**src/rtl/m4inv_pkg.sv**
```systemverilog
// Package for the 4x4 matrix inverse core: defaults, controller states,
// and the command and status structs between controller and datapath.
// No dependencies.
package m4inv_pkg;

  localparam int DATA_WIDTH_DEF = 32;
  localparam int FRAC_BITS_DEF  = 16;
  // stored cofactors are signed 64 bits
  localparam int COF_W          = 64;

  typedef enum logic [3:0] {
    ST_LOAD,
    ST_COF,
    ST_CROUND,
    ST_DET,
    ST_DET_DONE,
    ST_DIV_LOAD,
    ST_DIV_OVF,
    ST_DIV_STEP,
    ST_EMIT
  } state_t;

  // multiplier operand A source
  typedef enum logic [2:0] {
    MS_NONE,
    MS_MAT,
    MS_DHI,
    MS_DLO,
    MS_CHI,
    MS_CLO
  } mul_src_t;

  typedef enum logic [1:0] {
    D_NONE,
    D_SET,
    D_SUB
  } diff_op_t;

  typedef enum logic [1:0] {
    A_NONE,
    A_CLEAR,
    A_HI,
    A_LO
  } acc_op_t;

  typedef struct packed {
    logic       mat_we;
    logic [3:0] mat_addr;
    logic       ld_x;
    mul_src_t   mul_src;
    diff_op_t   d_op;
    acc_op_t    acc_op;
    logic       acc_neg;
    logic       cof_we;
    logic [3:0] cof_addr;
    logic       det_latch;
    logic       div_load;
    logic       div_ovf;
    logic       div_step;
    logic       emit;
    logic       last;
  } cmd_t;

  typedef struct packed {
    logic singular;
  } stat_t;

endpackage

```
**src/rtl/m4inv_ctrl.sv**
```systemverilog
// Controller for the 4x4 matrix inverse core: load counter, cofactor
// microsequence, determinant pass and per-entry divide sequencing.
// Depends on m4inv_pkg.
module m4inv_ctrl #(
  parameter int DATA_WIDTH = m4inv_pkg::DATA_WIDTH_DEF
) (
  input  logic              clk,
  input  logic              rst,
  input  logic              start,
  output logic              busy,
  input  m4inv_pkg::stat_t  stat,
  output m4inv_pkg::cmd_t   cmd
);

  localparam int BW = (DATA_WIDTH > 3) ? $clog2(DATA_WIDTH - 1) : 1;

  m4inv_pkg::state_t state, state_next;
  logic [3:0]    lc;     // entries loaded
  logic [3:0]    kc;     // cofactor / entry index
  logic [1:0]    tc;     // minor term
  logic [2:0]    sc;     // step within term
  logic [BW-1:0] bitc;   // quotient bit

  // map n over 0..2 onto 0..3, skipping index x
  function automatic logic [1:0] skip(input logic [1:0] n, input logic [1:0] x);
    skip = (n < x) ? n : n + 2'd1;
  endfunction

  logic [1:0] ci, cj, c1, c2;
  always_comb begin
    ci = kc[3:2];
    cj = kc[1:0];
    c1 = (tc == 2'd0) ? 2'd1 : 2'd0;
    c2 = (tc == 2'd2) ? 2'd1 : 2'd2;
  end

  // matrix address of minor element (n, m): rows skip j, columns skip i
  function automatic logic [3:0] maddr(input logic [1:0] n, input logic [1:0] m,
                                       input logic [1:0] i, input logic [1:0] j);
    maddr = {skip(n, j), skip(m, i)};
  endfunction

  // next state
  always_comb begin
    state_next = state;
    case (state)
      m4inv_pkg::ST_LOAD:     if (start && lc == 4'd15) state_next = m4inv_pkg::ST_COF;
      m4inv_pkg::ST_COF:      if (sc == 3'd7 && tc == 2'd2) state_next = m4inv_pkg::ST_CROUND;
      m4inv_pkg::ST_CROUND:   state_next = (kc == 4'd15) ? m4inv_pkg::ST_DET : m4inv_pkg::ST_COF;
      m4inv_pkg::ST_DET:      if (sc == 3'd3 && kc == 4'd3) state_next = m4inv_pkg::ST_DET_DONE;
      m4inv_pkg::ST_DET_DONE: state_next = m4inv_pkg::ST_DIV_LOAD;
      m4inv_pkg::ST_DIV_LOAD: state_next = stat.singular ? m4inv_pkg::ST_EMIT
                                                         : m4inv_pkg::ST_DIV_OVF;
      m4inv_pkg::ST_DIV_OVF:  state_next = m4inv_pkg::ST_DIV_STEP;
      m4inv_pkg::ST_DIV_STEP: if (bitc == '0) state_next = m4inv_pkg::ST_EMIT;
      m4inv_pkg::ST_EMIT:     state_next = (kc == 4'd15) ? m4inv_pkg::ST_LOAD
                                                         : m4inv_pkg::ST_DIV_LOAD;
      default:                state_next = m4inv_pkg::ST_LOAD;
    endcase
  end

  // state and counters
  always_ff @(posedge clk) begin
    if (rst) begin
      state <= m4inv_pkg::ST_LOAD;
      lc    <= '0;
      kc    <= '0;
      tc    <= '0;
      sc    <= '0;
      bitc  <= '0;
    end else begin
      state <= state_next;
      case (state)
        m4inv_pkg::ST_LOAD: begin
          if (start) lc <= lc + 4'd1;
          kc <= '0;
          tc <= '0;
          sc <= '0;
        end
        m4inv_pkg::ST_COF: begin
          sc <= sc + 3'd1;
          if (sc == 3'd7 && tc != 2'd2) tc <= tc + 2'd1;
        end
        m4inv_pkg::ST_CROUND: begin
          kc <= kc + 4'd1;
          tc <= '0;
          sc <= '0;
        end
        m4inv_pkg::ST_DET: begin
          if (sc == 3'd3) begin
            sc <= '0;
            kc <= kc + 4'd1;
          end else begin
            sc <= sc + 3'd1;
          end
        end
        m4inv_pkg::ST_DET_DONE: kc <= '0;
        m4inv_pkg::ST_DIV_OVF:  bitc <= BW'(DATA_WIDTH - 2);
        m4inv_pkg::ST_DIV_STEP: bitc <= bitc - 1'b1;
        m4inv_pkg::ST_EMIT:     kc <= kc + 4'd1;
        default: ;
      endcase
    end
  end

  // command outputs
  always_comb begin
    cmd          = '0;
    cmd.mat_addr = lc;
    cmd.cof_addr = kc;
    busy         = (state != m4inv_pkg::ST_LOAD);
    case (state)
      m4inv_pkg::ST_LOAD: begin
        cmd.mat_we = start;
      end
      m4inv_pkg::ST_COF: begin
        cmd.acc_neg = (tc == 2'd1) ^ kc[2] ^ kc[0];
        case (sc)
          3'd0: begin
            cmd.ld_x     = 1'b1;
            cmd.mat_addr = maddr(2'd1, c1, ci, cj);
            if (tc == 2'd0) cmd.acc_op = m4inv_pkg::A_CLEAR;
          end
          3'd1: begin
            cmd.mul_src  = m4inv_pkg::MS_MAT;
            cmd.mat_addr = maddr(2'd2, c2, ci, cj);
          end
          3'd2: begin
            cmd.d_op     = m4inv_pkg::D_SET;
            cmd.ld_x     = 1'b1;
            cmd.mat_addr = maddr(2'd1, c2, ci, cj);
          end
          3'd3: begin
            cmd.mul_src  = m4inv_pkg::MS_MAT;
            cmd.mat_addr = maddr(2'd2, c1, ci, cj);
          end
          3'd4: begin
            cmd.d_op     = m4inv_pkg::D_SUB;
            cmd.ld_x     = 1'b1;
            cmd.mat_addr = maddr(2'd0, tc, ci, cj);
          end
          3'd5: cmd.mul_src = m4inv_pkg::MS_DHI;
          3'd6: begin
            cmd.acc_op  = m4inv_pkg::A_HI;
            cmd.mul_src = m4inv_pkg::MS_DLO;
          end
          3'd7: cmd.acc_op = m4inv_pkg::A_LO;
          default: ;
        endcase
      end
      m4inv_pkg::ST_CROUND: cmd.cof_we = 1'b1;
      m4inv_pkg::ST_DET: begin
        case (sc)
          3'd0: begin
            cmd.ld_x     = 1'b1;
            cmd.mat_addr = {kc[1:0], 2'd0};
            if (kc == 4'd0) cmd.acc_op = m4inv_pkg::A_CLEAR;
          end
          3'd1: cmd.mul_src = m4inv_pkg::MS_CHI;
          3'd2: begin
            cmd.acc_op  = m4inv_pkg::A_HI;
            cmd.mul_src = m4inv_pkg::MS_CLO;
          end
          3'd3: cmd.acc_op = m4inv_pkg::A_LO;
          default: ;
        endcase
      end
      m4inv_pkg::ST_DET_DONE: cmd.det_latch = 1'b1;
      m4inv_pkg::ST_DIV_LOAD: cmd.div_load  = 1'b1;
      m4inv_pkg::ST_DIV_OVF:  cmd.div_ovf   = 1'b1;
      m4inv_pkg::ST_DIV_STEP: cmd.div_step  = 1'b1;
      m4inv_pkg::ST_EMIT: begin
        cmd.emit = 1'b1;
        cmd.last = (kc == 4'd15);
      end
      default: ;
    endcase
  end

endmodule

```
**config.mk**
```make
export PLATFORM = sky130hd
export DESIGN_NAME = m4inv_ctrl
export DESIGN_NICKNAME = d
export VERILOG_FILES = /design/src/rtl/m4inv_pkg.sv /design/src/rtl/m4inv_ctrl.sv
export SDC_FILE = /design/constraint.sdc
export NUM_CORES = 1
export LEC_CHECK = 0
export ABC_AREA = 1
export BUFFER_PORTS_ARGS = -buffer_cell sky130_fd_sc_hd__buf_2
export CELL_PAD_IN_SITES_DETAIL_PLACEMENT = 0
export CELL_PAD_IN_SITES_GLOBAL_PLACEMENT = 2
export CORE_MARGIN = 4
export CORE_UTILIZATION = 32
export DETAILED_ROUTE_END_ITERATION = 10
export PLACE_DENSITY = 0.8
export SYNTH_ARGS = -nofsm -noshare
export SYNTH_HDL_FRONTEND = slang
export SYNTH_SLANG_ARGS = --single-unit
```
**constraint.sdc**
```tcl
create_clock -name clk -period 3.3 [get_ports clk]
set_clock_uncertainty 0.2 [all_clocks]
set_input_delay 0.33 -clock clk [delete_from_list [all_inputs] [get_ports clk]]
set_output_delay 0.33 -clock clk [all_outputs]
set_load 0.01 [all_outputs]
```
== Word level (Yosys, flattened, before mapping) ==
Index checks and enable logic that the tools add are counted.

* $add $sub $neg: 7
* Multipliers: 0
* Div/mod/pow operators: 0
* $lt $le $gt $ge: 6
* Equal/unequal tests: 27
* Shift-type cells: 0
* Mux-type cells: 43
* Bitwise operators: 2
* Reductions and logical operators: 23

{| class="wikitable"
|+ Operator list
! cell !! number
|-
| $pmux 4 s9 || 1
|-
| $mux 4 || 6
|-
| $pmux 4 s5 || 1
|-
| $mux 2 || 9
|-
| $pmux 2 s3 || 3
|-
| $eq 4x3->1 const B || 4
|-
| $pmux 8 s2 || 1
|-
| $ne 2x2->1 const B || 7
|-
| $eq 3x3->1 const B || 4
|-
| $eq 4x2->1 const B || 3
|-
| $eq 4x4->1 const B || 3
|-
| $mux 1 || 12
|-
| $pmux 2 s2 || 3
|-
| $pmux 4 s3 || 1
|-
| $pmux 5 s2 || 1
|-
| $pmux 3 s3 || 1
|-
| $add 4x1->4 const B || 2
|-
| $logic_not 4->1 || 2
|-
| $reduce_or 2->1 || 4
|-
| $add 2x1->2 const B || 3
|-
| $eq 3x2->1 const B || 2
|-
| $lt 2x2->1 || 3
|-
| $mux 3 || 2
|-
| $pmux 3 s2 || 1
|-
| 20 further kinds || 29
|}

* Register bits after elaboration: 22
* Bits in latches: 0
* RAM bits: 0
* ROM bits: 0
* Bits of input ports: 4
* Output and inout port bits: 26
* Logic and storage cells: 114
* Memories kept: 0

== Longest topological paths before layout ==
Gate-level depths: netlist (run 1).

* Word-level depth: 6
* Gate-level depth with buffers: 11
* Depth with buffers taken out: 11

== Worst setup path after synthesis (run 1) ==
Ideal clock, no wire load.

* Path type: register to output
* Start: register tc[0]
* End: output cmd[20] in the netlist's numbering
* Arrival: 1.703 ns
* Required time: 2.770 ns
* Path slack: 1.067 ns
* Cell stages (with the launch flop): 12
* Path buffers: 0
* Cell sequence: dfxtp_1 -> inv_1 -> ha_1 -> inv_1 -> ha_1 -> a21oi_1 -> ha_1 -> nor2_1 -> a21oi_1 -> nand2_1 -> nand2_1 -> o21ai_1

{| class="wikitable"
|+ RTL lines
! item !! RTL line !! text
|-
| from (decl) || m4inv_ctrl.sv:20 || <nowiki>logic [1:0] tc;</nowiki>
|-
| from (signal assigned) || m4inv_ctrl.sv:82 || <nowiki>if (sc == 3'd7 && tc != 2'd2) tc <= tc + 2'd1;</nowiki>
|-
| to (decl) || m4inv_ctrl.sv:12 || <nowiki>output m4inv_pkg::cmd_t cmd</nowiki>
|}

==> metrics.cfg, run 1 <==
[clock_network]
cts_tree = done
tritoncts.num_buffers = 3
cts-root-buf = clkbuf_8
postCtsHoldBufs = 0
clk_pin_slew_ns = 0.08
post-cts-setup-buffer-count = 0
clock_path_buffers = 2
htree_num_levels = 1
cts_resized = 0
clk_latency_ns = 0.27
clock-sinks = 22

[setup_path]
cp_top_family = adder cells
max_stage_delay_ns = 0.37
crit_path_max_fanout = 5
cp_slowest_cell = dfxtp_1
worst_ep_required_time_ns = 2.77
cp-end-kind = output port
cp-start-kind = flip-flop
path_class = flip-flop to output port
crit_arrival_ns = 2.23
crit_chain = inv_1, ha_1, inv_1, ha_1, a21oi_1, ha_1, nor2_1, a21oi_1, nand2_1, nand2_1, o21ai_1, buf_2
crit_buf_inv = 3
crit_top_cell = ha_1

[floorplan]
io_pins = 30
start_util_pct = 33.9
die_y_um = 82.7
die_area_sq_um = 6830
core_sq_um = 5270
die_w_um = 82.7
rows = 26

[sta]
maxSlewHeadroom_pct = 65.4
finalCritPeriodShare_pct = 83.7
tightest_slew_ns = 0.513
hold_ws_ns = 0.190
worst_slack_ns = 0.538
finalCriticalPeriod_ns = 2.76
tns_ns = 0
finalMaxSlewViolations = 0
max_freq_mhz = 362
rsz0062_at_grt = false
hold_viol_final = 0
setup_viol = 0

[global_route]
grt_overflow_total = 0
grt_max_degree = 13
first_global_vias = 1698
grt_antenna_before_repair = 0
grt_use_total_pct = 16.3
grt_pass1_wl_um = 8540

[power]
p_leak_nw = 1.07
peakVddDrop_mv = 0.164
powerDensity_nw_per_um2 = 341
power_mw = 0.705

[detailed_routing]
totalWireLength_um = 4990
ant_nets = 0
vias_per_cell = 4.61
post-route-drc-count = 0
drt-pass1-iter-count = 4
routedWlPerCell_um = 13.2
vias = 1749
drtIter0Drc = 84

[logic_synthesis]
ys_warn_count = 0
synthFlopType = dfxtp_1
synth_area_leader_cell = dfxtp_1
post_synth_num_cell_types = 32
ys_ff_latch = 22
synth_area_per_cell_sq_um = 6.44
synth_edf_count = 0
netlist_area_sq_um = 1780
async_reset_ff_share_pct = 0
yosysSeqAreaShare_pct = 24.7
synthMostInstantiatedCell = nand2_1
synthCells = 277
synth_commonest_cells = 59 x nand2_1, 43 x inv_1, 37 x nor2_1
yosys-top-cells-area = dfxtp_1 25%, ha_1 13%, nand2_1 12%
synth_top_area_share_pct = 24.7
syn_nets = 300

[placement]
dp_hpwl_um = 4090
gp_congestion = 0.825
dpl_worst_slack_ns = 0.822
portBuffers = 29

[job]
maxCapViolCount = 0

[min_path]
hold_path.class = input port to flip-flop

[cells_and_area]
nets = 333
drive_gt1_share_pct = 16.5
fillCellCount = 628
area_delta_synth_final_pct = 15.9
diodes = 0
fin_util_pct = 39.2

[status]
outcome = finished clean

-- cells in the final DEF (no fill, tap or decap), drive strengths merged --
cell type	synthesis	routed
nand2	65	65
nor3b	1	1
and3	1	1
a21oi	21	21
clkbuf	1	4
nor2	41	41
o211ai	1	1
or2	1	1
inv	46	46
a221oi	1	1
a211oi	1	1
ha	19	19
nand4	3	3
nor3	2	2
nand3	22	22
o21ai	20	20
o2111ai	1	1
buf	1	30
o22ai	1	1
xor2	3	3
dfxtp	22	22
a31oi	2	2
o211a	1	1
-- per-layer routing --
metal,vias up,global-route usage (%),wire [um]
met5,-,0,0
met4,0,2.94,27
met3,2,3.04,184
met2,25,25.4,2190
met1,763,23.5,2590
li1,959,-,-
-- sequential cells by signal (all words and copies together), names as in the netlist --
name	cells
state	4
lc	4
kc	4
bitc	5
tc	2
sc	3
-- cell families (layout without fill, tap and decap cells) --
group,after synthesis,in the layout,synth area share [%]
flops,22,22,24.7
fa+ha+maj,19,19,13.3
buf+inv,48,80,10.3
xor+xnor,3,3,1.47
simple gates,136,136,35.1
compound gates,49,49,15.1
-- report_power, final --
group          total, mW  leakage, nW  switching, mW  internal [mW]
Combinational      0.214        0.860          0.140         0.0739
Clock              0.199       0.0288         0.0926          0.107
Sequential         0.292        0.178         0.0155          0.277
-- final timing paths --
kind              startpoint  endpoint  slack [ns]  cells after the start
setup / recovery       tc[0]   cmd[20]        0.54                     12
hold / removal           rst     sc[2]        0.19                      2
setup reg to reg       sc[0]  state[0]        1.41                      8
hold reg to reg      bitc[0]   bitc[0]        0.26                      2
-- cell type report --
type / instances / area [sq um] / share of cell area (%)
Tap cell: 70 / 87.6 / 4.23
Inverter: 46 / 173 / 8.35
Clock buffer: 4 / 55.1 / 2.66
Sequential cell: 22 / 440 / 21.3
Multi-Input combinational cell: 207 / 1160 / 56.1
Timing Repair Buffer: 30 / 153 / 7.38
-- worst reg2reg max path, cell delays in order (launching register included) --
cell and delay [ns]:
dfxtp_1 0.41, ha_1 0.24, ha_1 0.28, nand2_1 0.14, nand3_1 0.11, nand3_1 0.09, nor2_2 0.16, nand2_1 0.07
a21oi_1 0.12
-- through the flow --
step,std cells,area (sq um)
5_1_grt,379,2070
3_5_place_dp,375,2010
2_1_floorplan,277,1780
4_1_cts,379,2070
3_3_place_gp,375,2010
6_report,379,2070
(Power assumes the default switching activity.)
==> run 2: changes to the inputs <==
--- a/config.mk
+++ b/config.mk
@@ -10,9 +10,9 @@
 export CELL_PAD_IN_SITES_DETAIL_PLACEMENT = 0
 export CELL_PAD_IN_SITES_GLOBAL_PLACEMENT = 2
 export CORE_MARGIN = 4
-export CORE_UTILIZATION = 32
+export CORE_UTILIZATION = 30
 export DETAILED_ROUTE_END_ITERATION = 10
-export PLACE_DENSITY = 0.8
+export PLACE_DENSITY = 0.75
 export SYNTH_ARGS = -nofsm -noshare
 export SYNTH_HDL_FRONTEND = slang
 export SYNTH_SLANG_ARGS = --single-unit
==> constraint.sdc (replaced) <==
create_clock -name clk -period 2.6 [get_ports clk]
set_clock_uncertainty 0.2 [all_clocks]
set_input_delay 0.26 -clock clk [delete_from_list [all_inputs] [get_ports clk]]
set_output_delay 0.26 -clock clk [all_outputs]
set_load 0.01 [all_outputs]
==> metrics.cfg, run 2 (synthesis results as in run 1) <==
[status]
outcome = finished clean

[sta]
tightest_slew_ns = 0.386
finalCriticalPeriod_ns = 2.46
hold_viol_final = 0
worst_slack_ns = 0.139
setup_viol = 0
finalCritPeriodShare_pct = 94.7
finalMaxSlewViolations = 0
max_freq_mhz = 406
maxSlewHeadroom_pct = 74.2

[global_route]
first_global_vias = 1762
grt_max_degree = 13
grt_use_total_pct = 14.9
grt_pass1_wl_um = 8790
grt_overflow_total = 0
grt_antenna_before_repair = 0

[cells_and_area]
stdcell_area_sq_um = 2150
final_common_cell = nand2_1
diodes = 0
nets = 337
top_register = bitc
drive_gt1_share_pct = 21.1
area_delta_synth_final_pct = 20.4
mostFrequentLayoutCells = 59 x nand2_1, 41 x inv_1, 36 x nor2_1, 29 x buf_2
largest_reg_flops = 5

[min_path]
min_path_cells = 3
hold_path.class = input port to flip-flop
hold_path_end = lc[0]
hold_path.startpoint = start

[clock_network]
post-cts-setup-buffer-count = 0
htree_num_levels = 1
postCtsHoldBufs = 0
clk_pin_slew_ns = 0.09
clock_path_buffers = 2
clk_latency_ns = 0.27
tritoncts.num_buffers = 3
clock-sinks = 22
cts-root-buf = clkbuf_8
cts_tree = done

[power]
power_mw = 0.913
powerDensity_nw_per_um2 = 425
peakVddDrop_mv = 0.230
p_leak_nw = 1.09

[setup_path]
r2r-start = sc[1]
max_stage_delay_ns = 0.37
crit_buf_inv = 3
path_class = flip-flop to output port
r2r_setup_slack_ns = 0.82
rr_endpoint = state[0]
crit_chain = inv_4, ha_4, inv_4, ha_4, a21oi_2, ha_1, nor2_1, a21oi_1, nand2_1, nand2_1, o21ai_1, buf_2
cp_top_family = adder cells
cp_slowest_cell = dfxtp_4
crit_path_max_fanout = 5
cp-end-kind = output port
worst_ep_required_time_ns = 2.14
ff2ff_path_depth = 10
crit_arrival_ns = 2.00
cp-start-kind = flip-flop

[floorplan]
core_sq_um = 5640
die_w_um = 85.1
start_util_pct = 31.6
die_y_um = 85.1
rows = 27
io_pins = 30
die_area_sq_um = 7250

[detailed_routing]
drt-pass1-iter-count = 4
ant_nets = 0
totalWireLength_um = 5160
vias = 1825
post-route-drc-count = 0
routedWlPerCell_um = 13.4
vias_per_cell = 4.74
drtIter0Drc = 80

[placement]
dp_hpwl_um = 4180
gp_congestion = 0.786
placed_cell_area_sq_um = 2050
dpl_worst_slack_ns = 0.193
portBuffers = 29

[job]
maxCapViolCount = 0

-- run 2: worst max path at each step --
stage,startpoint,end,cells past startpoint
floorplan,tc[0],cmd[20],11
global placement,tc[0],cmd[20],12
detailed placement,tc[0],cmd[20],12
CTS,tc[0],cmd[20],12
global route,tc[0],cmd[20],12
finish,tc[0],cmd[20],12
-- run 2: routing by layer --
layer / wire [um] / vias up / part of all wire [%] / track usage [%]
met4: 29 / 0 / 0.56 / 2.16
li1: - / 964 / - / -
met5: 0 / - / 0 / 0
met3: 310 / 2 / 6.0 / 2.91
met1: 2410 / 817 / 47 / 19.8
met2: 2410 / 42 / 47 / 25.4
-- run 2: where the power goes --
group / switching [mW] / internal [mW] / total, mW
registers: 0.0196 / 0.351 / 0.371
logic: 0.179 / 0.102 / 0.281
clock network: 0.126 / 0.135 / 0.261
-- run 2: worst reg2reg max path, stage by stage (launching register included) --
cell     delay, ns
dfxtp_1       0.38
ha_2          0.22
ha_2          0.22
nand2_1       0.06
inv_1         0.05
nand2_1       0.04
nand2_1       0.09
nand3_1       0.09
nor2_2        0.16
nand2_1       0.07
a21oi_1       0.12
-- run 2: cell type report --
cell class / instances / area, sq um
multi-input cells: 207 / 1200
fillers: 633 / 3490
inverters: 46 / 178
flip-flops and latches: 22 / 447
clock buffers: 4 / 55.1
well taps: 72 / 90.1
repair buffers: 34 / 183
-- run 2: repair_timing --
item | in CTS | in global routing
setup endpoints to repair | 2 | 3
resized for setup | 4 | 11
pin swaps | 0 | 0
-- run 2: through the flow --
stage          util, %  hold WS, ns  instances  setup TNS [ns]
2_1_floorplan        -        0.229        277               0
3_5_place_dp      36.3        0.258        381               0
4_1_cts           37.5        0.118        385               0
3_3_place_gp      36.3        0.249        381               0
6_report          38.1        0.124        385               0
5_1_grt           38.1        0.150        385        -0.00919
